## config.mk

```make
export PLATFORM = sky130hd
export DESIGN_NAME = serial_command_line_parser
export DESIGN_NICKNAME = d
export VERILOG_FILES = /design/src/rtl/core/sclp_pkg.sv /design/src/rtl/core/serial_command_line_parser.sv /design/src/rtl/core/sclp_line_parser.sv
export SDC_FILE = /design/constraint.sdc
export NUM_CORES = 1
export LEC_CHECK = 0
export BUFFER_PORTS_ARGS = -buffer_cell sky130_fd_sc_hd__buf_4
export CORE_ASPECT_RATIO = 2
export CORE_MARGIN = 2
export CORE_UTILIZATION = 28
export DETAILED_ROUTE_END_ITERATION = 16
export PLACE_DENSITY = 0.48
export SETUP_SLACK_MARGIN = 0.3
export SKIP_LAST_GASP = 1
export SYNTH_ARGS = -nofsm -noshare
export SYNTH_HDL_FRONTEND = slang
export SYNTH_SLANG_ARGS = --single-unit
```

## constraint.sdc

```tcl
create_clock -name i_clk -period 17 [get_ports i_clk]
set_input_delay 2.55 -clock i_clk [delete_from_list [all_inputs] [get_ports i_clk]]
set_output_delay 2.55 -clock i_clk [all_outputs]
set_load 0.02 [all_outputs]
```

## src/rtl/core/sclp_pkg.sv

```systemverilog
// Shared types and constants for the serial command line parser.
// No dependencies; used by sclp_line_parser and serial_command_line_parser.
`timescale 1ns / 1ps

package sclp_pkg;

    localparam logic [7:0] BYTE_CR    = 8'd13;
    localparam logic [7:0] BYTE_SPACE = 8'd32;
    localparam logic [7:0] BYTE_TAB   = 8'd9;
    localparam logic [7:0] BYTE_FF    = 8'd12;
    localparam logic [7:0] BYTE_PLUS  = 8'h2B;
    localparam logic [7:0] BYTE_MINUS = 8'h2D;
    localparam logic [7:0] BYTE_ZERO  = 8'h30;
    localparam logic [7:0] BYTE_NINE  = 8'h39;

    localparam logic [31:0] MAG_LIMIT  = 32'h8000_0000;
    localparam logic [31:0] POS_MAX    = 32'h7FFF_FFFF;

    typedef enum logic [1:0] {
        FIELD_LETTER = 2'd0,
        FIELD_FIRST  = 2'd1,
        FIELD_SECOND = 2'd2
    } t_field_pos;

    typedef enum logic [1:0] {
        PHASE_SKIP    = 2'd0,
        PHASE_DIGITS  = 2'd1,
        PHASE_STOPPED = 2'd2
    } t_number_phase;

    typedef struct packed {
        logic [7:0]         letter;
        logic signed [31:0] first_value;
        logic signed [31:0] second_value;
    } t_line_result;

    typedef struct packed {
        t_field_pos    field_pos;
        t_number_phase phase;
    } t_parse_status;

endpackage

```

## src/rtl/core/serial_command_line_parser.sv

```systemverilog
// Serial command line parser: takes "letter arg1 arg2" lines ended by CR.
// A CR word moves from the input register into the result register, which drives the result outputs.
// Throughput: one byte word per cycle, except while a CR in the input register waits
// for room in the result register.
// Reset (synchronous, active low) clears field position, letter, values, flags.
// Depends on sclp_pkg and sclp_line_parser.
`timescale 1ns / 1ps

module serial_command_line_parser #(
    parameter int FIELD_BUFFER_BYTES = 16
) (
    input  logic               i_clk,
    input  logic               i_rst_n,
    input  logic               i_in_valid,
    output logic               o_in_stall,
    input  logic [7:0]         i_rx_byte,
    output logic               o_out_valid,
    input  logic               i_out_stall,
    output logic [7:0]         o_command_letter,
    output logic signed [31:0] o_first_value,
    output logic signed [31:0] o_second_value
);

    // Input register: holds one byte word ahead of the parser.
    logic       r_in_valid, n_in_valid;
    logic [7:0] r_in_byte;

    // Result register.
    logic                   r_out_valid, n_out_valid;
    sclp_pkg::t_line_result r_result;

    sclp_pkg::t_line_result  w_result;
    sclp_pkg::t_parse_status w_status;

    logic w_out_free;
    logic w_is_cr;
    logic w_advance;
    logic w_in_take;
    logic w_emit;

    // The result register is free when empty or when its word leaves now.
    assign w_out_free = !r_out_valid || !i_out_stall;
    assign w_is_cr    = (r_in_byte == sclp_pkg::BYTE_CR);
    // Non-CR bytes never produce a word, so they always advance; a CR waits
    // for room in the result register.
    assign w_advance  = r_in_valid && (!w_is_cr || w_out_free);
    assign w_emit     = w_advance && w_is_cr;
    assign o_in_stall = r_in_valid && !w_advance;
    assign w_in_take  = i_in_valid && !o_in_stall;

    always_comb begin
        n_in_valid = r_in_valid;
        if (w_in_take) begin
            n_in_valid = 1'b1;
        end else if (w_advance) begin
            n_in_valid = 1'b0;
        end
    end

    always_comb begin
        n_out_valid = r_out_valid;
        if (w_emit) begin
            n_out_valid = 1'b1;
        end else if (!i_out_stall) begin
            n_out_valid = 1'b0;
        end
    end

    sclp_line_parser #(
        .FIELD_BUFFER_BYTES(FIELD_BUFFER_BYTES)
    ) u_parser (
        .i_clk    (i_clk),
        .i_rst_n  (i_rst_n),
        .i_take   (w_advance),
        .i_byte   (r_in_byte),
        .o_result (w_result),
        .o_status (w_status)
    );

    always_ff @(posedge i_clk) begin
        if (!i_rst_n) begin
            r_in_valid  <= 1'b0;
            r_out_valid <= 1'b0;
        end else begin
            r_in_valid  <= n_in_valid;
            r_out_valid <= n_out_valid;
        end
    end

    // Payload registers: the input byte loads on take, the result on emit; both hold otherwise.
    always_ff @(posedge i_clk) begin
        if (w_in_take) begin
            r_in_byte <= i_rx_byte;
        end
        if (w_emit) begin
            r_result <= w_result;
        end
    end

    assign o_out_valid      = r_out_valid;
    assign o_command_letter = r_result.letter;
    assign o_first_value    = r_result.first_value;
    assign o_second_value   = r_result.second_value;

    // A new result word only appears after a CR went through the parser.
    a_out_from_cr : assert property (@(posedge i_clk) disable iff (!i_rst_n)
        $rose(o_out_valid) |-> $past(w_emit))
        else $error("result word without CR");

    // An emitted CR always lands in the result register.
    a_emit_lands : assert property (@(posedge i_clk) disable iff (!i_rst_n)
        w_emit |=> r_out_valid)
        else $error("CR result lost");

    // After a CR the parser is back in the letter field, skipping whitespace.
    a_cr_clears : assert property (@(posedge i_clk) disable iff (!i_rst_n)
        w_emit |=> (w_status.field_pos == sclp_pkg::FIELD_LETTER &&
                    w_status.phase == sclp_pkg::PHASE_SKIP))
        else $error("parser state not cleared on CR");

    // Input stalls only while the input register holds a CR blocked downstream.
    a_stall_cause : assert property (@(posedge i_clk) disable iff (!i_rst_n)
        o_in_stall |-> (r_in_valid && w_is_cr && r_out_valid && i_out_stall))
        else $error("input stalled without cause");

endmodule

```

## src/rtl/core/sclp_line_parser.sv

```systemverilog
// Line parser state: letter field, field position and atoi-style conversion.
// Depends on sclp_pkg.
`timescale 1ns / 1ps

module sclp_line_parser #(
    parameter int FIELD_BUFFER_BYTES = 16
) (
    input  logic                    i_clk,
    input  logic                    i_rst_n,
    input  logic                    i_take,
    input  logic [7:0]              i_byte,
    output sclp_pkg::t_line_result  o_result,
    output sclp_pkg::t_parse_status o_status
);

    localparam int CW = (FIELD_BUFFER_BYTES > 2) ? $clog2(FIELD_BUFFER_BYTES) : 1;
    localparam logic [CW-1:0] CHAR_LIMIT = CW'(FIELD_BUFFER_BYTES - 1);

    sclp_pkg::t_field_pos    r_field_pos, n_field_pos;
    sclp_pkg::t_number_phase r_phase, n_phase;
    logic [CW-1:0]           r_char_count, n_char_count;
    logic [7:0]              r_letter, n_letter;
    logic [31:0]             r_first, n_first;
    logic [31:0]             r_mag, n_mag;
    logic                    r_neg, n_neg;

    logic [31:0] w_value;
    logic [35:0] w_mag_x10;
    logic        w_is_digit;
    logic        w_is_ws;

    // Signed value of the number under conversion, clipped on the positive side.
    always_comb begin
        if (r_neg) begin
            w_value = 32'd0 - r_mag;
        end else if (r_mag > sclp_pkg::POS_MAX) begin
            w_value = sclp_pkg::POS_MAX;
        end else begin
            w_value = r_mag;
        end
    end

    assign w_is_digit = (i_byte >= sclp_pkg::BYTE_ZERO) && (i_byte <= sclp_pkg::BYTE_NINE);
    assign w_is_ws    = (i_byte >= sclp_pkg::BYTE_TAB) && (i_byte <= sclp_pkg::BYTE_FF);
    assign w_mag_x10  = {1'b0, r_mag, 3'b000} + {3'b000, r_mag, 1'b0}
                      + {32'd0, i_byte[3:0] - sclp_pkg::BYTE_ZERO[3:0]};

    always_comb begin
        n_field_pos  = r_field_pos;
        n_phase      = r_phase;
        n_char_count = r_char_count;
        n_letter     = r_letter;
        n_first      = r_first;
        n_mag        = r_mag;
        n_neg        = r_neg;
        if (i_byte == sclp_pkg::BYTE_CR) begin
            n_field_pos  = sclp_pkg::FIELD_LETTER;
            n_phase      = sclp_pkg::PHASE_SKIP;
            n_char_count = '0;
            n_letter     = 8'd0;
            n_first      = 32'd0;
            n_mag        = 32'd0;
            n_neg        = 1'b0;
        end else if (i_byte == sclp_pkg::BYTE_SPACE) begin
            if (r_field_pos != sclp_pkg::FIELD_SECOND) begin
                if (r_field_pos == sclp_pkg::FIELD_FIRST) begin
                    n_first = w_value;
                    n_field_pos = sclp_pkg::FIELD_SECOND;
                end else begin
                    n_field_pos = sclp_pkg::FIELD_FIRST;
                end
                n_phase      = sclp_pkg::PHASE_SKIP;
                n_char_count = '0;
                n_mag        = 32'd0;
                n_neg        = 1'b0;
            end
        end else if (r_field_pos == sclp_pkg::FIELD_LETTER) begin
            n_letter = i_byte;
        end else if (r_char_count < CHAR_LIMIT) begin
            n_char_count = r_char_count + 1'b1;
            if (r_phase == sclp_pkg::PHASE_SKIP && w_is_ws) begin
                n_phase = r_phase;
            end else if (r_phase == sclp_pkg::PHASE_SKIP &&
                         (i_byte == sclp_pkg::BYTE_PLUS || i_byte == sclp_pkg::BYTE_MINUS)) begin
                n_neg   = (i_byte == sclp_pkg::BYTE_MINUS);
                n_phase = sclp_pkg::PHASE_DIGITS;
            end else if (r_phase != sclp_pkg::PHASE_STOPPED && w_is_digit) begin
                // Saturate the magnitude at 2^31.
                n_mag   = (w_mag_x10 > {4'd0, sclp_pkg::MAG_LIMIT}) ? sclp_pkg::MAG_LIMIT
                                                                    : w_mag_x10[31:0];
                n_phase = sclp_pkg::PHASE_DIGITS;
            end else begin
                n_phase = sclp_pkg::PHASE_STOPPED;
            end
        end
    end

    always_ff @(posedge i_clk) begin
        if (!i_rst_n) begin
            r_field_pos  <= sclp_pkg::FIELD_LETTER;
            r_phase      <= sclp_pkg::PHASE_SKIP;
            r_char_count <= '0;
            r_letter     <= 8'd0;
            r_first      <= 32'd0;
            r_mag        <= 32'd0;
            r_neg        <= 1'b0;
        end else if (i_take) begin
            r_field_pos  <= n_field_pos;
            r_phase      <= n_phase;
            r_char_count <= n_char_count;
            r_letter     <= n_letter;
            r_first      <= n_first;
            r_mag        <= n_mag;
            r_neg        <= n_neg;
        end
    end

    // Result as a CR would emit it from the current state.
    always_comb begin
        o_result.letter       = r_letter;
        o_result.first_value  = 32'sd0;
        o_result.second_value = 32'sd0;
        case (r_field_pos)
            sclp_pkg::FIELD_FIRST: begin
                o_result.first_value = w_value;
            end
            sclp_pkg::FIELD_SECOND: begin
                o_result.first_value  = r_first;
                o_result.second_value = w_value;
            end
            default: begin
                o_result.first_value = 32'sd0;
            end
        endcase
    end

    assign o_status.field_pos = r_field_pos;
    assign o_status.phase     = r_phase;

endmodule
```

==> impl_metrics.py, run 1 <==
metrics = {
    "status": {
        "status": "completed",
    },
    "hold_path": {
        "worstHoldStart": "u_parser.r_letter[1]",
        "holdCritPathClass": "register to register",
        "hold_end": "o_command_letter[1]",
        "whs_path_depth": 0,
    },
    "finish": {
        "syn_to_final_growth_pct": 16.7,
        "finalInstanceArea_mm2": 0.0109,
        "fin_cells": 1422,
        "diodes": 0,
        "finalNetCount": 1060,
        "drive_above_1_share": 0.148,
        "fin_util": 0.331,
    },
    "die": {
        "std_cell_rows": 94,
        "start_util": 0.284,
        "die_height_um": 262,
        "num_io_pins": 86,
        "die_w_um": 133,
        "core_area_mm2": 0.0328,
        "dieArea_mm2": 0.0348,
    },
    "power": {
        "p_leak_nw": 4.18,
        "ir_drop_mv": 0.0427,
        "power_mw": 0.789,
        "power_density_mw_per_mm2": 72.7,
    },
    "setup_path": {
        "worstReg2RegEnd": "u_parser.r_mag[18]",
        "cpMostUsedCell": "buf_4",
        "crit_start": "i_out_stall",
        "cp_max_fo": 3,
        "cpPeakStageDelay_ns": 0.19,
        "cp_top_family": "buffers and inverters",
        "slowest_stage": "nor2_1",
        "crit_chain": "buf_4 > nand2_1 > nor2_1 > buf_4",
        "cp-start-kind": "primary input",
        "cp.buffers_inverters": 2,
        "r2r_start": "u_parser.r_mag[0]",
        "worstPathArrival_ns": 3.10,
        "cp_data_required_time_ns": 14.45,
        "r2r_cells": 12,
        "setup.worst_path.end_class": "output port",
        "worst-setup-path-type": "primary input to output port",
        "r2r_slack_ns": 12.52,
    },
    "clock_tree": {
        "cts_tree": "built",
        "clock_latency_ns": 0.44,
        "numCtsBuffers": 17,
        "cts_buffer_depth": 2,
        "postCtsSetupRepairBufs": 0,
        "holdBufCountCts": 0,
        "clkTransAtPathRegs_ns": 0.06,
        "cts-root-buf": "clkbuf_16",
        "cts-resized-gates": 0,
        "cts.sinks": 163,
        "h-tree-depth": 4,
    },
    "synth": {
        "netlist_area_mm2": 0.00931,
        "synth_edf_count": 80,
        "synth_warnings": 0,
        "synthFlopType": "dfxtp_1",
        "ys_types": 75,
        "avgSynthCellArea_um2": 10.1,
        "seq_area_frac_synth": 0.437,
        "ys_ff_latch": 163,
        "syn_inst": 921,
        "synth_top_area_share": 0.258,
        "synth.most_common_cell": "dfxtp_1",
        "yosys-top-cells-area": "edfxtp_1, dfxtp_1, ha_1",
        "synth_area_leader_cell": "edfxtp_1",
        "synthTopCellsByCount": "dfxtp_1, edfxtp_1, ha_1",
        "async_reset_ff_frac": 0,
        "syn-num-nets": 1004,
    },
    "sta": {
        "worstMarginPinSlew_ns": 0.985,
        "clock.fmax_mhz": 177,
        "timing.final.crit_share": 0.332,
        "finalSetupViolCount": 0,
        "finalHoldViolations": 0,
        "rsz0062_at_grt": "no",
        "setup_ws_ns": 11.35,
        "slew_violations": 0,
        "relSlewSlack": 0.343,
        "whs_ns": 0.424,
        "finalSetupTns_ns": 0,
        "finalCriticalPeriod_ns": 5.65,
        "skew_ns": 0.0110,
    },
    "global_routing": {
        "grt_max_degree": 73,
        "grt_pass1_vias": 7406,
        "gr-total-overflow": 0,
        "grt_use_total": 0.148,
        "met2_usage": 0.298,
        "grt_util_met1": 0.145,
        "met3_usage": 0.0176,
        "grt_most_used_layer": "met2",
        "antenna_found_initial": 0,
        "grt_pass1_wl_um": 40200,
    },
    "routing": {
        "drt_first_iter_violations": 474,
        "drtPass1Iterations": 5,
        "antenna_left": 0,
        "wl_per_cell_um": 17.9,
        "dr_total_vias": 7358,
        "drt-total-wl_um": 25400,
        "post-route-drc-count": 0,
        "avgViaCountPerCell": 5.17,
    },
    "placed_design": {
        "gp_congestion": 0.880,
        "preCtsSetupSlack_ns": 11.34,
        "dp_hpwl_um": 19200,
        "placed_area_mm2": 0.0103,
        "dp.cells": 1390,
        "io_buffers": 85,
    },
    "run": {
        "cap_violations": 0,
    },
}
-- cell usage in the layout (no fill, tap or decap), types with 8 or more instances in the layout --
cell type,netlist,routed
a21o_1,10,10
a211oi_1,13,13
a22oi_1,35,35
mux2i_1,18,18
dfxtp_1,83,83
a22o_1,31,31
a31oi_1,16,16
xnor2_1,18,17
nand2_1,48,48
nor3_1,20,19
clkbuf_16,0,17
nor2_1,65,63
o21ai_0,35,35
nor2b_1,33,33
ha_1,69,68
o21a_1,8,8
and2_1,38,38
a21oi_1,48,47
a32o_1,29,29
xor2_1,14,14
inv_1,23,23
nand3_1,15,15
buf_4,1,94
nand4_1,18,18
edfxtp_1,80,80
-- worst max-delay path by stage --
stage / endpoint / slack, ns / cells after the start
after global routing: o_in_stall / 11.29 / 4
final: o_in_stall / 11.35 / 4
after global placement: o_in_stall / 11.35 / 4
after CTS: o_in_stall / 11.34 / 4
after floorplan: o_command_letter[0] / 10.41 / 1
after detailed placement: o_in_stall / 11.34 / 4
-- layer usage --
| metal | part of all wire | up-vias | wire length (µm) |
|---|---|---|---|
| met4 | 0.039 | 0 | 1000 |
| li1 | - | 3622 | - |
| met2 | 0.58 | 135 | 14600 |
| met5 | 0 | - | 0 |
| met1 | 0.36 | 3554 | 9240 |
| met3 | 0.022 | 47 | 558 |
-- cell families after synthesis --
logic type               Yosys count  synth area share
AND/OR/NAND/NOR                  280             0.158
AO/OA/AOI/OAI                    277             0.219
flip-flops                       163             0.436
buffers and inverters             80            0.0391
adder cells (fa/ha/maj)           71            0.0970
XOR/XNOR                          32            0.0301
multiplexers                      18            0.0194
-- final cells by class --
class	count	area, µm²
clock buffer	18	429
clock inverter	14	111
tap	432	541
fill	3327	22000
multi-input combinational	678	4920
timing repair buffer	94	706
sequential	163	4060
inverter	23	86.3
-- report_power, final --
| part | leakage (nW) | switching, mW | internal, mW |
|---|---|---|---|
| logic | 2.64 | 0.00889 | 0.00542 |
| clock network | 0.262 | 0.159 | 0.200 |
| registers | 1.27 | 0.00363 | 0.412 |
| total | 4.18 | 0.172 | 0.617 |
-- flip-flops by register name, indices dropped and copies added, names as in the netlist --
register,cells
o_first_value,32
o_second_value,32
u_parser.r_first,32
u_parser.r_mag,32
o_command_letter,8
r_in_byte,8
u_parser.r_letter,8
u_parser.r_char_count,4
u_parser.r_field_pos,2
u_parser.r_phase,2
o_out_valid,1
r_in_valid,1
u_parser.r_neg,1
Note: power is estimated with default switching activity, not from simulation.
==> run 2, diff against run 1 <==
PLACE_DENSITY = 0.49   (was 0.48)
clock period = 4.9 ns   (was 17 ns; I/O delays follow)
==> impl_metrics.py, run 2 (same netlist as run 1, synthesis figures left out) <==
metrics = {
    "routing": {
        "post-route-drc-count": 0,
        "drt-total-wl_um": 25900,
        "drtPass1Iterations": 4,
        "dr_total_vias": 7372,
        "antenna_left": 0,
        "avgViaCountPerCell": 5.17,
        "wl_per_cell_um": 18.2,
        "drt_first_iter_violations": 388,
    },
    "finish": {
        "diodes": 0,
        "multi_input_area_mm2": 0.00492,
        "final_common_cell": "buf_4",
        "finalNetCount": 1063,
        "seqCellArea_mm2": 0.00406,
        "syn_to_final_growth_pct": 16.9,
        "layout_common_cells": "buf_4, dfxtp_1, edfxtp_1",
        "fill_cells": 3334,
        "drive_above_1_share": 0.153,
    },
    "sta": {
        "worstMarginPinSlew_ns": 0.983,
        "rsz0062_at_grt": "no",
        "finalSetupTns_ns": 0,
        "timing.final.crit_share": 0.859,
        "finalSetupViolCount": 0,
        "clock.fmax_mhz": 238,
        "skew_ns": 0.0150,
        "finalHoldViolations": 0,
        "relSlewSlack": 0.345,
        "setup_ws_ns": 0.693,
        "slew_violations": 0,
        "finalCriticalPeriod_ns": 4.21,
    },
    "clock_tree": {
        "numCtsBuffers": 17,
        "cts_buffer_depth": 2,
        "h-tree-depth": 4,
        "cts_tree": "built",
        "clock_latency_ns": 0.45,
        "clkTransAtPathRegs_ns": 0.07,
        "cts.sinks": 163,
        "cts-resized-gates": 0,
        "cts-root-buf": "clkbuf_16",
        "postCtsSetupRepairBufs": 0,
        "holdBufCountCts": 0,
    },
    "die": {
        "die_w_um": 133,
        "dieArea_mm2": 0.0348,
        "start_util": 0.284,
        "die_height_um": 262,
        "num_io_pins": 86,
        "core_area_mm2": 0.0328,
        "std_cell_rows": 94,
    },
    "placed_design": {
        "gp_congestion": 0.901,
        "dp_hpwl_um": 19600,
        "preCtsSetupSlack_ns": 0.799,
        "io_buffers": 85,
    },
    "setup_path": {
        "cp_data_required_time_ns": 5.23,
        "cpMostUsedCell": "ha_1",
        "cp_max_fo": 31,
        "r2r_cells": 11,
        "slowest_stage": "a221oi_1",
        "worstPathArrival_ns": 4.53,
        "setup.worst_path.end_class": "register",
        "cp-start-kind": "register",
        "crit_chain": "ha_1 > ha_1 > a21oi_1 > o21ai_0 > a221oi_1 > a31oi_1 > a2111oi_0 > a311o_1 > a211oi_4 > buf_4 > a32o_1",
        "cpPeakStageDelay_ns": 0.58,
        "worst-setup-path-type": "register to register",
    },
    "status": {
        "status": "completed",
    },
    "global_routing": {
        "antenna_found_initial": 0,
        "gr-total-overflow": 0,
        "grt_pass1_vias": 7513,
        "grt_max_degree": 58,
        "grt_pass1_wl_um": 40900,
        "grt_use_total": 0.152,
    },
    "run": {
        "cap_violations": 0,
    },
    "power": {
        "ir_drop_mv": 0.165,
        "power_mw": 2.73,
        "power_density_mw_per_mm2": 250,
        "p_leak_nw": 4.19,
    },
    "hold_path": {
        "whs_path_depth": 0,
        "holdCritPathClass": "register to register",
    },
}
[run 2: cell count changes in the layout (fill, tap and decap cells not counted)]
cell       before  now
buf_4          94   96
inv_8           0    1
inv_6           3    5
clkinv_1        2    0
bufinv_16       1    0
buf_12          0    1
[run 2: metal layers]
layer | vias to the layer above | part of all wire | global-route usage | wire length, µm
met5 | - | 0 | 0 | 0
met2 | 125 | 0.58 | 0.310 | 15100
met4 | 0 | 0.033 | 0.0717 | 861
li1 | 3625 | - | - | -
met1 | 3576 | 0.36 | 0.145 | 9340
met3 | 46 | 0.022 | 0.0220 | 562
[run 2: worst paths after layout]
| kind | to | slack (ns) | startpoint |
|---|---|---|---|
| worst max register to register | u_parser.r_mag[0] | 0.69 | u_parser.r_mag[10] |
| worst min-delay path | o_command_letter[5] | 0.43 | u_parser.r_letter[5] |
| worst min register to register | o_command_letter[5] | 0.43 | u_parser.r_letter[5] |
| worst max-delay path | u_parser.r_mag[0] | 0.69 | u_parser.r_mag[10] |
[run 2: cell type report]
cell class | instances | share of cell area
Timing Repair Buffer | 97 | 0.0680
Sequential cell | 163 | 0.373
Inverter | 23 | 0.00793
Clock buffer | 18 | 0.0394
Tap cell | 432 | 0.0496
Clock inverter | 14 | 0.00942
Multi-Input combinational cell | 678 | 0.452
[run 2: where the power goes]
group	internal (mW)	switching [mW]	total (mW)
Clock	0.653	0.578	1.23
Combinational	0.0196	0.0328	0.0524
Sequential	1.43	0.0128	1.44
[run 2: metrics by stage]
stage / instances / hold WS (ns) / utilization / area (µm²)
after floorplan: 921 / 0.408 / - / 9310
after global placement: 1393 / 0.421 / 0.316 / 10400
after detailed placement: 1393 / 0.419 / 0.316 / 10400
after CTS: 1425 / 0.434 / 0.332 / 10900
after global routing: 1425 / 0.440 / 0.332 / 10900
final: 1425 / 0.429 / 0.332 / 10900
[run 2: worst max-delay path, delay by kind of cell, from the launching register on]
kind                     cells  cell delay (ns)
adder cells (fa/ha/maj)      2             0.71
AO/OA/AOI/OAI                8             2.59
flip-flops                   1             0.53
buffers and inverters        1             0.26
